[src/rtl/tccd_pkg.sv]
`timescale 1ns / 1ps
`default_nettype none

package tccd_pkg;

	// Command byte codes.
	localparam logic [7:0] CODE_NONE   = 8'd0;
	localparam logic [7:0] CODE_REST   = 8'd61;
	localparam logic [7:0] CODE_TEMPO  = 8'd62;
	localparam logic [7:0] CODE_PFLOAT = 8'd63;
	localparam logic [7:0] CODE_PVIB   = 8'd64;
	localparam logic [7:0] CODE_PARP   = 8'd65;
	localparam logic [7:0] CODE_PSLIDE = 8'd66;
	localparam logic [7:0] CODE_PDBL   = 8'd67;
	localparam logic [7:0] CODE_PATK   = 8'd68;
	localparam logic [7:0] CODE_PDEC   = 8'd69;

	// Effect byte codes.
	localparam logic [7:0] FX_NONE      = 8'd0;
	localparam logic [7:0] FX_RISE      = 8'd1;
	localparam logic [7:0] FX_FALL      = 8'd2;
	localparam logic [7:0] FX_WOBBLE    = 8'd3;
	localparam logic [7:0] FX_CHORD     = 8'd4;
	localparam logic [7:0] FX_SLIDE_UP  = 8'd5;
	localparam logic [7:0] FX_SLIDE_DN  = 8'd6;
	localparam logic [7:0] FX_TWIN      = 8'd7;
	localparam logic [7:0] FX_RAMP_IN   = 8'd8;
	localparam logic [7:0] FX_RAMP_OUT  = 8'd9;
	localparam logic [7:0] FX_NOFX      = 8'd15;
	localparam logic [5:0] FX_MIX_BASE  = 6'd10;

	// Most events one cell can produce.
	localparam int MAX_EVENTS = 4;
	localparam int EVIDX_W    = $clog2(MAX_EVENTS);

	// Depth of the queue between the decoder and the event sequencer.
	localparam int QDEPTH  = 2;
	localparam int QPTR_W  = (QDEPTH > 1) ? $clog2(QDEPTH) : 1;
	localparam int QCNT_W  = $clog2(QDEPTH + 1);

	typedef enum logic [4:0] {
		KIND_EMPTY    = 5'd0,
		KIND_NOTE     = 5'd1,
		KIND_REST     = 5'd2,
		KIND_SAMPLE   = 5'd3,
		KIND_VOLUME   = 5'd4,
		KIND_FLOAT    = 5'd5,
		KIND_VIBRATO  = 5'd6,
		KIND_ARPEGGIO = 5'd7,
		KIND_SLIDE    = 5'd8,
		KIND_DOUBLE   = 5'd9,
		KIND_ATTACK   = 5'd10,
		KIND_DECAY    = 5'd11,
		KIND_MIX      = 5'd12,
		KIND_NOFX     = 5'd13,
		KIND_PFLOAT   = 5'd14,
		KIND_PVIB     = 5'd15,
		KIND_PARP     = 5'd16,
		KIND_PSLIDE   = 5'd17,
		KIND_PDBL     = 5'd18,
		KIND_PATK     = 5'd19,
		KIND_PDEC     = 5'd20,
		KIND_TEMPO    = 5'd21
	} event_kind_t;

	typedef struct packed {
		logic [7:0] note_command;
		logic [7:0] sample_param;
		logic [7:0] effect;
		logic [1:0] channel;
		logic       from_pattern;
	} cell_t;

	typedef struct packed {
		logic [4:0] event_kind;
		logic [7:0] arg_a;
		logic [7:0] arg_b;
		logic [1:0] channel_out;
		logic       last;
	} result_t;

	typedef struct packed {
		event_kind_t kind;
		logic [7:0]  arg_a;
		logic [7:0]  arg_b;
	} evt_t;

	// All events of one cell, packed from slot 0, with the index of the final one.
	typedef struct packed {
		evt_t [MAX_EVENTS-1:0] evts;
		logic [EVIDX_W-1:0]    last_idx;
		logic [1:0]            channel;
	} bundle_t;

endpackage

`default_nettype wire

[src/rtl/tracker_cell_command_decoder.sv]
`timescale 1ns / 1ps
`default_nettype none

// Channel   Direction  Handshake            Beat payload
// cells     in         push / full          pattern_cell (tccd_pkg::cell_t)
// events    out        pop / empty          decoded      (tccd_pkg::result_t)
//
// A cell pushed at one edge is decoded into a bundle of one to four events and
// lands in a two-entry queue at that edge; the sequencer loads it from there into
// its bundle register once free, and the output shows events from that register.
// The sequencer sends one event per beat, so a cell takes one to four output beats,
// and a queued next cell's first event follows directly on the last of the one before.
// Reset is asynchronous and clears the queue and the sequencer; the outputs
// read empty after it. A stalled output fills the queue, and full then holds
// off further cells without losing any that were already taken.

module tracker_cell_command_decoder (
	input  logic              clk,
	input  logic              arst_n,
	input  logic              push,
	output logic              full,
	input  tccd_pkg::cell_t   pattern_cell,
	output logic              empty,
	input  logic              pop,
	output tccd_pkg::result_t decoded
);
	import tccd_pkg::*;

	bundle_t front_bundle;
	bundle_t q_head;
	logic    q_empty;
	logic    q_pop;

	// The front end is a pure decoder: it turns a cell into its ordered events
	// in the same cycle the cell is offered.
	tccd_front u_front (
		.pattern_cell (pattern_cell),
		.bundle       (front_bundle)
	);

	// The queue parts the decoder from the sequencer so that each side can
	// stall on its own; its full flag is the block's backpressure.
	tccd_queue u_queue (
		.clk     (clk),
		.arst_n  (arst_n),
		.push    (push),
		.wr_data (front_bundle),
		.full    (full),
		.pop     (q_pop),
		.rd_data (q_head),
		.empty   (q_empty)
	);

	// The sequencer holds one bundle and hands out its events one beat at a
	// time, marking the final one with last.
	tccd_back u_back (
		.clk     (clk),
		.arst_n  (arst_n),
		.q_empty (q_empty),
		.q_head  (q_head),
		.q_pop   (q_pop),
		.empty   (empty),
		.pop     (pop),
		.result  (decoded)
	);

endmodule

`default_nettype wire

[src/rtl/tccd_front.sv]
`timescale 1ns / 1ps
`default_nettype none

module tccd_front (
	input  tccd_pkg::cell_t   pattern_cell,
	output tccd_pkg::bundle_t bundle
);
	import tccd_pkg::*;

	evt_t [MAX_EVENTS-1:0] cand;
	logic [MAX_EVENTS-1:0] pres;
	evt_t                  fx_evt;
	evt_t                  prm_evt;
	logic [7:0]            code;
	logic [7:0]            prm;
	logic [7:0]            fx;
	logic [EVIDX_W:0]      pos;

	assign code = pattern_cell.note_command;
	assign prm  = pattern_cell.sample_param;
	assign fx   = pattern_cell.effect;

	// Effect byte of a note cell.
	always_comb begin
		fx_evt = '{kind: KIND_EMPTY, arg_a: 8'd0, arg_b: 8'd0};
		unique case (fx) inside
			FX_RISE:     fx_evt.kind = KIND_FLOAT;
			FX_FALL: begin
				fx_evt.kind  = KIND_FLOAT;
				fx_evt.arg_a = 8'd1;
			end
			FX_WOBBLE:   fx_evt.kind = KIND_VIBRATO;
			FX_CHORD:    fx_evt.kind = KIND_ARPEGGIO;
			FX_SLIDE_UP: fx_evt.kind = KIND_SLIDE;
			FX_SLIDE_DN: begin
				fx_evt.kind  = KIND_SLIDE;
				fx_evt.arg_a = 8'd1;
			end
			FX_TWIN:     fx_evt.kind = KIND_DOUBLE;
			FX_RAMP_IN:  fx_evt.kind = KIND_ATTACK;
			FX_RAMP_OUT: fx_evt.kind = KIND_DECAY;
			FX_NOFX:     fx_evt.kind = KIND_NOFX;
			FX_NONE:     fx_evt.kind = KIND_EMPTY;
			default: begin
				// Every other code mixes in a sample, numbered modulo 64.
				fx_evt.kind  = KIND_MIX;
				fx_evt.arg_a = {2'b00, fx[5:0] - FX_MIX_BASE};
			end
		endcase
	end

	// Parameter-setting commands; the kind follows the code in step.
	always_comb begin
		prm_evt.kind  = event_kind_t'(5'(KIND_PFLOAT) + 5'(code - CODE_PFLOAT));
		prm_evt.arg_a = prm;
		prm_evt.arg_b = fx;
		unique case (code) inside
			CODE_PFLOAT, CODE_PDBL: prm_evt.arg_b = 8'd0;
			CODE_PATK, CODE_PDEC:   prm_evt.arg_a = {4'd0, prm[3:0]};
			default:                prm_evt.arg_b = fx;
		endcase
	end

	always_comb begin
		cand = '0;
		pres = '0;
		if (code < CODE_TEMPO) begin
			pres[0] = (code != CODE_NONE);
			cand[0].kind  = (code == CODE_REST) ? KIND_REST : KIND_NOTE;
			cand[0].arg_a = (code == CODE_REST) ? 8'd0 : code - 8'd1;
			pres[1] = (prm[7:4] != 4'd0);
			cand[1].kind  = KIND_SAMPLE;
			cand[1].arg_a = {4'd0, prm[7:4]};
			pres[2] = (prm[3:0] != 4'd0);
			cand[2].kind  = KIND_VOLUME;
			cand[2].arg_a = {4'd0, prm[3:0]};
			pres[3] = (fx != FX_NONE);
			cand[3] = fx_evt;
		end else if (code == CODE_TEMPO) begin
			pres[0] = pattern_cell.from_pattern && (prm != 8'd0);
			cand[0].kind  = KIND_TEMPO;
			cand[0].arg_a = prm;
		end else if (code <= CODE_PDEC) begin
			pres[0] = 1'b1;
			cand[0] = prm_evt;
		end
	end

	// Pack the present events towards slot 0, keeping their order.
	always_comb begin
		bundle         = '0;
		bundle.channel = pattern_cell.channel;
		pos            = '0;
		for (int i = 0; i < MAX_EVENTS; i++) begin
			if (pres[i]) begin
				bundle.evts[pos[EVIDX_W-1:0]] = cand[i];
				pos = pos + 1'b1;
			end
		end
		// A cell with nothing to say still yields one empty event in slot 0.
		bundle.last_idx = (pos == '0) ? '0 : EVIDX_W'(pos - 1'b1);
	end

endmodule

`default_nettype wire

[src/rtl/tccd_queue.sv]
`timescale 1ns / 1ps
`default_nettype none

module tccd_queue (
	input  logic              clk,
	input  logic              arst_n,
	input  logic              push,
	input  tccd_pkg::bundle_t wr_data,
	output logic              full,
	input  logic              pop,
	output tccd_pkg::bundle_t rd_data,
	output logic              empty
);
	import tccd_pkg::*;

	bundle_t           mem_q [QDEPTH];
	logic [QPTR_W-1:0] wr_ptr_q;
	logic [QPTR_W-1:0] rd_ptr_q;
	logic [QCNT_W-1:0] cnt_q;
	logic              do_push;
	logic              do_pop;

	assign full    = (cnt_q == QCNT_W'(QDEPTH));
	assign empty   = (cnt_q == '0);
	assign do_push = push && !full;
	assign do_pop  = pop && !empty;
	assign rd_data = mem_q[rd_ptr_q];

	always_ff @(posedge clk) begin
		if (do_push) begin
			mem_q[wr_ptr_q] <= wr_data;
		end
	end

	always_ff @(posedge clk or negedge arst_n) begin
		if (!arst_n) begin
			wr_ptr_q <= '0;
			rd_ptr_q <= '0;
			cnt_q    <= '0;
		end else begin
			if (do_push) begin
				wr_ptr_q <= (wr_ptr_q == QPTR_W'(QDEPTH - 1)) ? '0 : wr_ptr_q + 1'b1;
			end
			if (do_pop) begin
				rd_ptr_q <= (rd_ptr_q == QPTR_W'(QDEPTH - 1)) ? '0 : rd_ptr_q + 1'b1;
			end
			if (do_push && !do_pop) begin
				cnt_q <= cnt_q + 1'b1;
			end else if (do_pop && !do_push) begin
				cnt_q <= cnt_q - 1'b1;
			end
		end
	end

endmodule

`default_nettype wire

[src/rtl/tccd_back.sv]
`timescale 1ns / 1ps
`default_nettype none

module tccd_back (
	input  logic              clk,
	input  logic              arst_n,
	input  logic              q_empty,
	input  tccd_pkg::bundle_t q_head,
	output logic              q_pop,
	output logic              empty,
	input  logic              pop,
	output tccd_pkg::result_t result
);
	import tccd_pkg::*;

	bundle_t            bnd_q;
	logic [EVIDX_W-1:0] idx_q;
	logic               busy_q;
	logic               at_last;
	logic               advance;
	logic               load;
	evt_t               cur;

	assign at_last = (idx_q == bnd_q.last_idx);
	assign advance = pop && busy_q;
	// A new bundle comes in as soon as the slot is free or its last beat leaves.
	assign load    = !q_empty && (!busy_q || (advance && at_last));
	assign q_pop   = load;
	assign empty   = !busy_q;
	assign cur     = bnd_q.evts[idx_q];

	assign result.event_kind  = cur.kind;
	assign result.arg_a       = cur.arg_a;
	assign result.arg_b       = cur.arg_b;
	assign result.channel_out = bnd_q.channel;
	assign result.last        = at_last;

	always_ff @(posedge clk) begin
		if (load) begin
			bnd_q <= q_head;
		end
	end

	always_ff @(posedge clk or negedge arst_n) begin
		if (!arst_n) begin
			busy_q <= 1'b0;
			idx_q  <= '0;
		end else begin
			if (load) begin
				busy_q <= 1'b1;
				idx_q  <= '0;
			end else if (advance && at_last) begin
				busy_q <= 1'b0;
			end else if (advance) begin
				idx_q <= idx_q + 1'b1;
			end
		end
	end

	// The beat index never runs past the final event of the bundle.
	a_idx_in_range: assert property (@(posedge clk) disable iff (!arst_n)
		busy_q |-> (idx_q <= bnd_q.last_idx))
		else $error("event index beyond end of bundle");

	// An empty event is only ever the sole event of its cell.
	a_empty_alone: assert property (@(posedge clk) disable iff (!arst_n)
		(busy_q && cur.kind == KIND_EMPTY) |-> (bnd_q.last_idx == '0))
		else $error("empty event inside a multi-event bundle");

	// Taking the last beat with nothing queued leaves the output empty.
	a_drain: assert property (@(posedge clk) disable iff (!arst_n)
		(advance && at_last && q_empty) |=> empty)
		else $error("output not empty after final beat drained");

	// A beat that is not the last moves on to the next slot of the same bundle.
	a_step: assert property (@(posedge clk) disable iff (!arst_n)
		(advance && !at_last) |=> (busy_q && idx_q == $past(idx_q) + 1'b1))
		else $error("event index did not step");

endmodule

`default_nettype wire
[config.mk]
export PLATFORM = sky130hd
export DESIGN_NAME = tracker_cell_command_decoder
export DESIGN_NICKNAME = d
export VERILOG_FILES = /design/src/rtl/tccd_pkg.sv /design/src/rtl/tracker_cell_command_decoder.sv /design/src/rtl/tccd_front.sv /design/src/rtl/tccd_queue.sv /design/src/rtl/tccd_back.sv
export SDC_FILE = /design/constraint.sdc
export NUM_CORES = 1
export LEC_CHECK = 0
export BUFFER_PORTS_ARGS = -buffer_cell sky130_fd_sc_hd__buf_2
export CAP_MARGIN = 20
export CORE_AREA = 2 2 144 111
export DETAILED_ROUTE_END_ITERATION = 10
export DIE_AREA = 0 0 146 113
export PLACE_DENSITY = 0.75
export SYNTH_ARGS = -nofsm -noshare
export SYNTH_HDL_FRONTEND = slang
export SYNTH_SLANG_ARGS = --single-unit
[constraint.sdc]
create_clock -name clk -period 5.2 [get_ports clk]
set_input_delay 1.04 -clock clk [delete_from_list [all_inputs] [get_ports clk]]
set_output_delay 1.04 -clock clk [all_outputs]
set_load 0.05 [all_outputs]
==> Yosys cells after proc, flatten, opt, wreduce, memory -nomap -nowiden <==
Memories as Yosys holds them, arrays and structs flattened. A register that Yosys moved wholly into a read port is not among the register bits.
Cells that the tools add are included.
{ "word_totals": {"mem_bits_rw": 176, "input_bits": 31, "elab_cells": 130, "register_bits": 7, "out_inout_bits": 26, "mem_count": 1} }
{ "classes": {"n_reduce_logical": 35, "muxes": 48, "add_sub_neg": 13, "order_cmp": 9, "eq_ne": 19} }
{ "mem_list": {"columns": ["memory", "words", "width", "read_ports", "rd_ports_with_merged_regs", "wr", "line", "text"], "rows": [
  ["u_queue.mem_q", 2, 88, 1, 1, 1, "tccd_queue.sv:16", "bundle_t mem_q [QDEPTH];"]
]} }
{ "ops": {"columns": ["cell", "n"], "rows": [
  ["bitwise mux 84 bit", 3],
  ["two-way mux 84 bit", 3],
  ["demux 21 bit (select 2 bit)", 3],
  ["two-way mux 21 bit", 6],
  ["binary-select mux 21 bit (select 2 bit)", 1],
  ["two-way mux 8 bit", 5],
  ["case mux 4 bit (9 select lines)", 1],
  ["two-way mux 33 bit", 1],
  ["== test 8 x 3 -> 1 bit (second input constant)", 4],
  ["two-way mux 13 bit", 2],
  ["== test 8 x 4 -> 1 bit (second input constant)", 3],
  ["== test 8 x 6 -> 1 bit (second input constant)", 3],
  ["== test 8 x 7 -> 1 bit (second input constant)", 3],
  ["nonzero test 8 bit", 3],
  ["== test 8 x 2 -> 1 bit (second input constant)", 2],
  ["two-way mux 2 bit", 7],
  ["two-way mux 3 bit", 4],
  ["case mux 6 bit (2 select lines)", 1],
  ["logical AND 1 bit", 11],
  ["two-way mux 1 bit", 10],
  ["two-way mux 10 bit", 1],
  ["OR reduction 2 bit", 5],
  ["less-than comparator 2 x 3 -> 1 bit (second input constant)", 3],
  ["OR reduction 9 bit", 1],
  ["other kinds (26)", 38]
]} }

==> Logic depth before layout (Yosys ltp) <==
Gate-level depths: netlist of the first run.
{ "depth": {"depth_word": 15, "depth_mapped": 17, "mapped_depth_nobuf": 14} }

==> By module <==
A second synthesis of the first run with hierarchy kept.
{ "unflattened": {"hier_cells": 734, "area_unflattened_um2": 11915.2} }
{ "by_module_without_submodules": {"columns": ["mod", "area_each_um2", "cells_per_inst", "n_inst"], "rows": [
  ["tccd_queue", 6578.8, 293, 1],
  ["tccd_back", 3418.3, 142, 1],
  ["tccd_front", 1918.1, 299, 1]
]} }

==> Worst setup path before layout of the first run <==
Ideal clock, no wire load.
{ "synth_timing": {"path_kind": "reg-to-reg", "from": "register u_back.idx_q[0]", "to": "register u_queue.cnt_q[1]", "path_buffers": 1, "arrival_ns": 4.823, "synth_period_minus_slack_ns": 4.902, "setup_time_ns": 0.079, "setup_slack_ns": 0.298, "path_stages_with_launch": 11, "path_cell_list": "dfrtp_1 -> clkbuf_1 -> xor2_1 -> nor2_1 -> nand2_1 -> a21oi_1 -> inv_1 -> ha_1 -> xor2_1 -> nor2_1 -> xor2_1"} }
{ "synth_between": {"elab_chain_cells": 8, "elab_cells_between_ends": 10, "classes_between": "1 x eq/ne; 1 x mux; 8 x reduce/logical"} }
{ "synth_lines": {"columns": ["item", "line", "text"], "rows": [
  ["start: declaration", "tccd_back.sv:17", "logic [EVIDX_W-1:0] idx_q;"],
  ["start signal: assignment", "tccd_back.sv:55", "idx_q <= idx_q + 1'b1;"],
  ["== test 2 bit (*)", "tccd_back.sv:24", "assign at_last = (idx_q == bnd_q.last_idx);"],
  ["via u_back.at_last", "tccd_back.sv:19", "logic at_last;"],
  ["logical AND 1 bit (*)", "tccd_back.sv:27", "assign load = !q_empty && (!busy_q || (advance && at_last));"],
  ["logical OR 1 bit (*)", "tccd_back.sv:27", null],
  ["logical AND 1 bit (*)", "tccd_back.sv:27", null],
  ["via q_pop", "tracker_cell_command_decoder.sv:32", "logic q_pop;"],
  ["logical AND 1 bit (*)", "tccd_queue.sv:26", "assign do_pop = pop && !empty;"],
  ["zero test 1 bit", "tccd_queue.sv:47", "if (do_push && !do_pop) begin"],
  ["logical AND 1 bit", "tccd_queue.sv:47", null],
  ["two-way mux 2 bit / nonzero test 2 bit (equally long branches)", null, null],
  ["end signal: assignment", "tccd_queue.sv:48", "cnt_q <= cnt_q + 1'b1;"],
  ["end signal: assignment", "tccd_queue.sv:50", "cnt_q <= cnt_q - 1'b1;"],
  ["end: declaration", "tccd_queue.sv:19", "logic [QCNT_W-1:0] cnt_q;"]
]} }
The timed path passes the listed nets; every way through them passes the cells marked *.
A chain may end at the register's enable or synchronous reset.

==> flow_metrics.py, run 1 <==
metrics = {
    "outcome": {
        "status": "finished clean",
    },
    "timing": {
        "slew_headroom": 0.331,
        "finalSetupViolCount": 0,
        "rsz0062_at_grt": "false",
        "fin_crit_sh": 0.873,
        "tightestPinTransition_ns": 0.978,
        "tns_ns": 0,
        "period_needed_ns": 4.54,
        "clock.fmax_ghz": 0.220,
        "hold_viol_final": 0,
        "drv_slew": 0,
        "fin_skew_ns": 0.00795,
    },
    "yosys": {
        "synth_nets": 603,
        "syn_area_um2": 8110,
        "yosysWarnings": 0,
        "synthArstFlopShare": 0.0407,
        "netlist_instances": 559,
        "ys_ff_latch": 172,
        "ys_top_cells_by_area": "edfxtp_1 (61%), mux2_2 (7.8%), mux4_2 (2.8%), dfrtp_1 (2.2%), ha_1 (2.0%)",
        "avgSynthCellArea_um2": 14.5,
        "synth_cell_type_count": 67,
        "ys_seq_area_frac": 0.633,
        "ys.flop_type": "edfxtp_1",
        "synth_edf_count": 165,
        "synth.top_cell.area_share": 0.611,
        "synth_area_leader_cell": "edfxtp_1",
    },
    "cts": {
        "clkSinkCount": 172,
        "cts_root_buf": "clkbuf_16",
        "clock_latency_ns": 0.42,
        "hold_buffers": 0,
        "cts_setup_buffers": 0,
        "cts_buffers": 17,
        "htreeDepth": 4,
        "ctsResizeCount": 0,
        "cts_tree": "built",
        "clk_pin_slew_worst_paths_ns": 0.07,
        "cts.path.max_buffers": 2,
    },
    "final_layout": {
        "stdcell_area_um2": 9160,
        "postLayoutCoreUtil": 0.610,
        "layout_commonest_cell": "edfxtp_1",
        "nets": 655,
        "drive_above_1_share": 0.292,
        "fill_cells": 1134,
        "area_growth_pct": 13.0,
        "insertedDiodeCount": 0,
        "layout_common_cells": "edfxtp_1 (165), mux2_2 (56), buf_2 (56)",
    },
    "pwr": {
        "finalPower_uw": 5110,
        "p_int_uw": 3390,
        "cellPowerDensity_nw_per_um2": 558,
        "power_switching_uw": 1720,
        "p_sw_frac": 0.337,
        "combinationalPowerShare": 0.314,
        "pwr-share-clk": 0.245,
        "p_seq_frac": 0.441,
        "leakage_uw": 0.00316,
        "irDropWorstVdd_v": 0.000322,
    },
    "placement": {
        "dpl.hpwl_mm": 11.6,
        "dpl_cell_area_um2": 8580,
        "globalplace.congestion": 0.931,
        "port_buffers": 56,
    },
    "route": {
        "dr_total_vias": 4958,
        "ant_nets": 0,
        "drc": 0,
        "firstDrtPassIters": 5,
        "drt-vias-per-instance": 5.99,
        "wl_per_cell_um": 20.9,
        "met3_wirelength_mm": 1.13,
        "drtIter0Drc": 582,
        "wirelength_met1_mm": 7.85,
        "finalWirelength_mm": 17.3,
        "highest_layer": "met4",
        "wl_met2_mm": 8.08,
    },
    "global_route": {
        "antenna_found_initial": 0,
        "grt_overflow_total": 0,
        "grt_pass1_vias": 4996,
        "grt_usage": 0.219,
        "grt_pass1_wl_mm": 27.4,
        "grt_max_degree": 57,
    },
    "critical_path": {
        "arrival_ns": 4.77,
        "max_stage_delay_ns": 0.51,
        "cp_top_family": "simple AND/OR/NAND/NOR gates",
        "crit_required_ns": 5.43,
        "crit_fanout": 11,
        "cp_common_cell": "ha_1",
        "crit_type": "primary input to register",
        "worstSetupEndpointType": "register",
        "crit_path_top_delay_cell": "or3b_2",
        "crit_cells": 14,
        "worstPathCellList": "buf_2 > inv_1 > ha_1 > or3b_2 > a32oi_4 > a211oi_2 > or2_2 > ha_1 > xnor2_1 > ha_1 > nor2b_1 > mux2i_1 > and3_1 > a211oi_1",
        "cp_num_buf_inv": 2,
        "r2r.worst_path.cells": 5,
        "cp-start-kind": "primary input",
    },
    "die": {
        "io_pins": 57,
        "die_w_um": 146,
        "core-area_um2": 15000,
        "initial_core_util": 0.539,
        "fp.dieH_um": 113,
        "num_rows": 39,
        "die_area_um2": 16500,
    },
    "min_path": {
        "hold_class": "primary input to async pin",
    },
    "job": {
        "cap_viol_max_count": 0,
    },
}
==> logic make-up (layout without fill, tap and decap cells) <==
family,count (synthesis),in the layout,share of synthesized area
AOI/OAI and AO/OA,101,101,0.0997
DFF,172,172,0.633
and+or+nand+nor,131,131,0.0890
buffers and inverters,55,119,0.0295
muxes,71,71,0.112
xor gates and xnor gates,16,16,0.0173
adders and majority gates,13,13,0.0201
==> cell usage after synthesis (8+ instances only) <==
library cell and n:
edfxtp_1 165, mux2_2 56, nor2_1 33, nand2_1 25, and2_1 23, inv_1 23
clkbuf_1 17, ha_1 13, o21ai_0 13, a21oi_1 10, mux4_2 10, o22ai_1 10
o32ai_1 9, buf_2 8, xnor2_1 8, xor2_1 8
==> area by class of cell <==
cell class | count | area, um2 | area share
Multi-Input combinational cell | 332 | 2760 | 0.301
Sequential cell | 172 | 5130 | 0.560
Timing Repair Buffer | 65 | 348 | 0.0380
Tap cell | 205 | 256 | 0.0280
Inverter | 23 | 86.3 | 0.00942
Clock inverter | 11 | 144 | 0.0157
Clock buffer | 20 | 437 | 0.0477
==> power groups by stage <==
stage	Clock, uW	Sequential, uW	Combinational (uW)
CTS	1270	2260	1620
finish	1250	2250	1600
global route	1320	2290	1720
floorplan	0	2210	1290
detailed placement	0	2280	1610
global placement	0	2260	1590
==> through the flow <==
step / hold WS [ns] / setup slack (ns) / std cells
5_1_grt: 0.427 / 0.493 / 828
6_report: 0.434 / 0.662 / 828
3_5_place_dp: 0.498 / 0.307 / 797
2_1_floorplan: 0.461 / 0.298 / 559
4_1_cts: 0.424 / 0.734 / 828
3_3_place_gp: 0.484 / 0.465 / 797
==> path summary, 6_finish.rpt <==
check / from / to / slack, ns
min in group clk: u_queue.cnt_q[1]$_DFFE_PN0P_ / u_queue.cnt_q[1]$_DFFE_PN0P_ / 0.51
min: arst_n / u_queue.wr_ptr_q$_DFFE_PN0P_ / 0.43
max: pattern_cell[20] / u_queue.mem_q[1][3]$_DFFE_PP_ / 0.66
max reg2reg: u_back.idx_q[0]$_DFFE_PN0P_ / u_back.bnd_q[78]$_DFFE_PP_ / 2.32
min reg2reg: u_queue.cnt_q[1]$_DFFE_PN0P_ / u_queue.cnt_q[1]$_DFFE_PN0P_ / 0.51
max in group asynchronous: arst_n / u_queue.rd_ptr_q$_DFFE_PN0P_ / 4.60
==> per-layer routing <==
layer,up-vias,track usage
met4,0,0.0602
met5,-,0
li1,2268,-
met1,2473,0.314
met3,25,0.0577
met2,192,0.337
==> state kept, by name, indices dropped and copies added, names as in the netlist <==
register          cells
u_queue.mem_q       110
u_back.bnd_q         53
u_back.idx_q          2
u_back.result         2
u_queue.cnt_q         2
u_back.busy_q         1
u_queue.rd_ptr_q      1
u_queue.wr_ptr_q      1
Note: power is estimated with default switching activity, not from simulation.
==> inputs of run 2 (changes only) <==
--- a/config.mk
+++ b/config.mk
@@ -7,10 +7,12 @@
 export LEC_CHECK = 0
 export BUFFER_PORTS_ARGS = -buffer_cell sky130_fd_sc_hd__buf_2
 export CAP_MARGIN = 20
-export CORE_AREA = 2 2 144 111
+export CORE_AREA = 2 2 139 107
 export DETAILED_ROUTE_END_ITERATION = 10
-export DIE_AREA = 0 0 146 113
-export PLACE_DENSITY = 0.75
+export DIE_AREA = 0 0 141 109
+export PLACE_DENSITY = 0.77
+export REMOVE_ABC_BUFFERS = 1
+export SKIP_CTS_REPAIR_TIMING = 1
 export SYNTH_ARGS = -nofsm -noshare
 export SYNTH_HDL_FRONTEND = slang
 export SYNTH_SLANG_ARGS = --single-unit
==> constraint.sdc (replaced) <==
create_clock -name clk -period 5.7 [get_ports clk]
set_input_delay 1.14 -clock clk [delete_from_list [all_inputs] [get_ports clk]]
set_output_delay 1.14 -clock clk [all_outputs]
set_load 0.05 [all_outputs]
==> run 2 against run 1 <==
Compared with the run above: via count fell by 0.63%; die area fell by 6.8%; non-clock buffer count fell by 2.
==> flow_metrics.py, run 2 (synthesized netlist as in run 1, its figures left out) <==
metrics = {
    "outcome": {
        "status": "finished clean",
    },
    "timing": {
        "finalSetupViolCount": 0,
        "hold_viol_final": 0,
        "fin_crit_sh": 0.870,
        "tns_ns": 0,
        "clock.fmax_ghz": 0.202,
        "fin_skew_ns": 0.0105,
        "slew_headroom": 0.351,
        "rsz0062_at_grt": "false",
        "period_needed_ns": 4.96,
        "drv_slew": 0,
        "tightestPinTransition_ns": 0.974,
        "layout_setup_ws_ns": 0.741,
    },
    "critical_path": {
        "timing.rr.start": "u_back.idx_q[0]$_DFFE_PN0P_",
        "setup.worst_path.start": "pattern_cell[20]",
        "crit_end": "u_queue.mem_q[1][3]$_DFFE_PP_",
        "crit_fanout": 11,
        "crit_required_ns": 5.92,
        "r2r_end": "u_back.bnd_q[9]$_DFFE_PP_",
        "max_stage_delay_ns": 0.52,
        "crit_path_top_delay_cell": "or3b_2",
        "crit_type": "primary input to register",
        "cp_common_cell": "ha_1",
        "worstPathCellList": "buf_2 > inv_1 > ha_1 > or3b_2 > a32oi_4 > a211oi_2 > or2_2 > ha_1 > xnor2_1 > ha_1 > nor2b_1 > mux2i_1 > and3_1 > a211oi_1",
        "r2r.worst_path.cells": 5,
        "arrival_ns": 5.18,
        "worstSetupEndpointType": "register",
        "reg2reg_setup_slack_ns": 2.60,
        "cp-start-kind": "primary input",
    },
    "global_route": {
        "grt_pass1_wl_mm": 27.2,
        "antenna_found_initial": 0,
        "grt_max_degree": 57,
        "grt_usage": 0.242,
        "grt_pass1_vias": 4791,
        "grt_overflow_total": 0,
    },
    "cts": {
        "htreeDepth": 4,
        "cts.path.max_buffers": 2,
        "clkSinkCount": 172,
        "cts_tree": "built",
        "cts_root_buf": "clkbuf_16",
        "clk_pin_slew_worst_paths_ns": 0.07,
        "clock_latency_ns": 0.43,
        "cts_buffers": 17,
    },
    "final_layout": {
        "top_register": "u_queue.mem_q",
        "layout_common_cells": "edfxtp_1 (165), mux2_2 (56), buf_2 (56)",
        "seqCellArea_um2": 5130,
        "top_regs": "u_queue.mem_q x110, u_back.bnd_q x53",
        "postLayoutCoreUtil": 0.649,
        "area_growth_pct": 12.9,
        "multi_input_area_um2": 2760,
        "stdcell_area_um2": 9160,
        "layout_commonest_cell": "edfxtp_1",
        "drive_above_1_share": 0.294,
        "nets": 653,
        "insertedDiodeCount": 0,
        "fill_cells": 988,
        "largest_reg_flops": 110,
    },
    "placement": {
        "dpl.hpwl_mm": 11.7,
        "port_buffers": 56,
        "dpl_cell_area_um2": 8530,
        "dp_slack_ns": 0.419,
        "globalplace.congestion": 0.934,
    },
    "pwr": {
        "leakage_uw": 0.00316,
        "irDropWorstVdd_v": 0.000242,
        "cellPowerDensity_nw_per_um2": 513,
    },
    "min_path": {
        "hold_class": "register to register",
    },
    "die": {
        "fp.dieH_um": 109,
        "io_pins": 57,
        "num_rows": 38,
        "core-area_um2": 14100,
        "die_area_um2": 15400,
        "die_w_um": 141,
        "initial_core_util": 0.574,
    },
    "route": {
        "drt-vias-per-instance": 6.14,
        "wl_per_cell_um": 21.9,
        "drc": 0,
        "ant_nets": 0,
        "dr_total_vias": 4927,
        "drtIter0Drc": 449,
        "firstDrtPassIters": 5,
        "finalWirelength_mm": 17.6,
    },
    "job": {
        "cap_viol_max_count": 0,
    },
}
run 2: worst min-delay path by stage:
| stage | from | end | depth (start not counted) |
|---|---|---|---|
| floorplan | u_queue.wr_ptr_q$_DFFE_PN0P_ | u_queue.wr_ptr_q$_DFFE_PN0P_ | 1 |
| global placement | u_queue.cnt_q[1]$_DFFE_PN0P_ | u_queue.cnt_q[1]$_DFFE_PN0P_ | 1 |
| detailed placement | u_queue.cnt_q[1]$_DFFE_PN0P_ | u_queue.cnt_q[1]$_DFFE_PN0P_ | 1 |
| CTS | u_queue.cnt_q[1]$_DFFE_PN0P_ | u_queue.cnt_q[1]$_DFFE_PN0P_ | 1 |
| global route | arst_n | u_back.idx_q[1]$_DFFE_PN0P_ | 1 |
| finish | u_queue.cnt_q[1]$_DFFE_PN0P_ | u_queue.cnt_q[1]$_DFFE_PN0P_ | 1 |
run 2: critical path: cells and delay by family:
family | cells | cell delay [ns]
buf+inv | 2 | 0.41
fa+ha+maj | 3 | 1.04
compound gates | 3 | 0.80
simple gates | 4 | 1.33
xor+xnor | 1 | 0.34
mux | 1 | 0.11
run 2: layer usage:
metal | up-vias | routed length, um | track usage
li1 | 2277 | - | -
met1 | 2425 | 8090 | 0.360
met2 | 209 | 8080 | 0.364
met3 | 16 | 1220 | 0.0509
met4 | 0 | 185 | 0.0693
met5 | - | 0 | 0
run 2: cell type report:
| class | count | share of cell area |
|---|---|---|
| clock inverters | 13 | 0.0175 |
| clock buffers | 19 | 0.0484 |
| multi-input cells | 332 | 0.301 |
| flip-flops and latches | 172 | 0.560 |
| repair buffers | 63 | 0.0385 |
| inverters | 23 | 0.00943 |
| well taps | 180 | 0.0246 |
run 2: per-stage QoR:
step	std cells	hold WS (ns)	total power, uW
floorplan	527	0.461	3160
global placement	769	0.481	3500
detailed placement	769	0.497	3540
CTS	801	0.507	4720
global route	802	0.522	4900
finish	802	0.504	4700
run 2: where the power goes:
part           total (uW)  internal (uW)  switching (uW)
clock                1170            669             501
sequential           2060           1900             152
combinational        1470            508             966
total                4700           3080            1620
==> inputs of run 3 (changes only) <==
--- a/config.mk
+++ b/config.mk
@@ -8,6 +8,7 @@
 export BUFFER_PORTS_ARGS = -buffer_cell sky130_fd_sc_hd__buf_2
 export CAP_MARGIN = 20
 export CORE_AREA = 2 2 139 107
+export CTS_BUF_LIST = sky130_fd_sc_hd__clkbuf_8
 export DETAILED_ROUTE_END_ITERATION = 10
 export DIE_AREA = 0 0 141 109
 export PLACE_DENSITY = 0.77
==> run 3 against run 2 <==
Compared with the run above: wire length decreased by 1.7%; largest cell class unchanged; sequential share of layout area grew 1.2 points; global-route usage is 0.51 points lower; maximum frequency rose by 0.95%; clock power decreased by 26%; non-clock buffer count stayed put; sequential cell count stayed put; power down 6.7%; hold slack worse by 0.012 ns; core utilization fell by 1.4 points; combinational power hardly changed.
==> flow_metrics.py, run 3 (synthesized netlist as in run 1, its figures left out) <==
metrics = {
    "pwr": {
        "pwr-share-clk": 0.198,
        "power_switching_uw": 1570,
        "leakage_uw": 0.00308,
        "p_sw_frac": 0.357,
        "combinationalPowerShare": 0.335,
        "p_int_uw": 2820,
        "cellPowerDensity_nw_per_um2": 489,
        "irDropWorstVdd_v": 0.000240,
        "p_seq_frac": 0.467,
    },
    "timing": {
        "clock.fmax_ghz": 0.204,
        "whs_ns": 0.492,
        "finalSetupViolCount": 0,
        "layout_setup_ws_ns": 0.788,
        "rsz0062_at_grt": "false",
        "tns_ns": 0,
        "fin_crit_sh": 0.862,
        "fin_skew_ns": 0.0154,
        "drv_slew": 0,
        "period_needed_ns": 4.91,
        "tightestPinTransition_ns": 0.989,
        "hold_viol_final": 0,
        "slew_headroom": 0.324,
    },
    "cts": {
        "cts_tree": "built",
        "cts_root_buf": "clkbuf_8",
        "cts.path.max_buffers": 2,
        "clk_pin_slew_worst_paths_ns": 0.09,
        "htreeDepth": 4,
        "clkSinkCount": 172,
        "clock_latency_ns": 0.46,
        "cts_buffers": 17,
    },
    "die": {
        "die_area_um2": 15400,
        "fp.dieH_um": 109,
        "die_w_um": 141,
        "initial_core_util": 0.574,
        "io_pins": 57,
        "num_rows": 38,
        "core-area_um2": 14100,
    },
    "final_layout": {
        "layout_common_cells": "edfxtp_1 (165), mux2_2 (56), buf_2 (56)",
        "top_regs": "u_queue.mem_q x110, u_back.bnd_q x53",
        "drive_above_1_share": 0.294,
        "layout_commonest_cell": "edfxtp_1",
        "area_growth_pct": 10.6,
        "insertedDiodeCount": 0,
        "largest_reg_flops": 110,
        "nets": 653,
        "top_register": "u_queue.mem_q",
    },
    "route": {
        "wl_per_cell_um": 21.6,
        "dr_total_vias": 4915,
        "drt-vias-per-instance": 6.13,
        "finalWirelength_mm": 17.3,
        "drtIter0Drc": 456,
        "firstDrtPassIters": 5,
        "drc": 0,
        "ant_nets": 0,
    },
    "min_path": {
        "hold_class": "primary input to async pin",
    },
    "placement": {
        "dp_slack_ns": 0.419,
        "globalplace.congestion": 0.934,
        "port_buffers": 56,
        "dpl.hpwl_mm": 11.7,
    },
    "critical_path": {
        "crit_required_ns": 5.95,
        "setup.worst_path.start": "pattern_cell[20]",
        "timing.rr.start": "u_back.idx_q[0]$_DFFE_PN0P_",
        "arrival_ns": 5.17,
        "crit_fanout": 11,
        "crit_type": "primary input to register",
        "worstSetupEndpointType": "register",
        "cp-start-kind": "primary input",
    },
    "outcome": {
        "status": "finished clean",
    },
    "global_route": {
        "grt_usage": 0.237,
        "antenna_found_initial": 0,
        "grt_pass1_wl_mm": 26.9,
        "grt_overflow_total": 0,
        "grt_max_degree": 57,
        "grt_pass1_vias": 4790,
    },
    "job": {
        "cap_viol_max_count": 0,
    },
}
==> run 3: cell type report <==
type	count	area (um2)
clock buffer	18	248
clock inverter	14	164
fill	1020	5150
inverter	23	86.3
multi-input combinational	332	2760
sequential	172	5130
tap	180	225
timing repair buffer	63	353
==> run 3: worst max-delay path: stages <==
cell      delay (ns)
buf_2           0.25
inv_1           0.18
ha_1            0.27
or3b_2          0.52
a32oi_4         0.36
a211oi_2        0.16
or2_2           0.38
ha_1            0.43
xnor2_1         0.33
ha_1            0.33
nor2b_1         0.21
mux2i_1         0.11
and3_1          0.21
a211oi_1        0.27
==> run 3: through the flow <==
stage	total power, uW	util	cell area, um2	std cells
finish	4390	0.635	8970	802
floorplan	3160	-	7960	527
detailed placement	3540	0.604	8530	769
CTS	4410	0.633	8940	801
global route	4590	0.635	8970	802
global placement	3500	0.604	8530	769
==> run 3: worst paths after layout <==
check	endpoint	slack, ns	cells past startpoint
min in group clk	u_queue.cnt_q[1]$_DFFE_PN0P_	0.50	1
max reg2reg	u_back.bnd_q[11]$_DFFE_PP_	2.59	5
min	u_queue.cnt_q[1]$_DFFE_PN0P_	0.49	1
min reg2reg	u_queue.cnt_q[1]$_DFFE_PN0P_	0.50	1
max in group asynchronous	u_queue.rd_ptr_q$_DFFE_PN0P_	5.03	1
max	u_queue.mem_q[0][3]$_DFFE_PP_	0.79	14
==> run 3: layer usage <==
layer  global-route usage  up-vias  wire length, um
met4               0.0707        0              208
met1                0.356     2453             8080
met2                0.356      180             7940
li1                     -     2270                -
met5                    0        -                0
met3               0.0435       12             1060
==> run 3: power by group through the flow <==
stage	combinational (uW)	clock (uW)	sequential, uW
2_1_floorplan	1050	0	2110
3_3_place_gp	1440	0	2060
3_5_place_dp	1460	0	2080
4_1_cts	1470	881	2060
5_1_grt	1570	930	2090
6_report	1470	868	2050
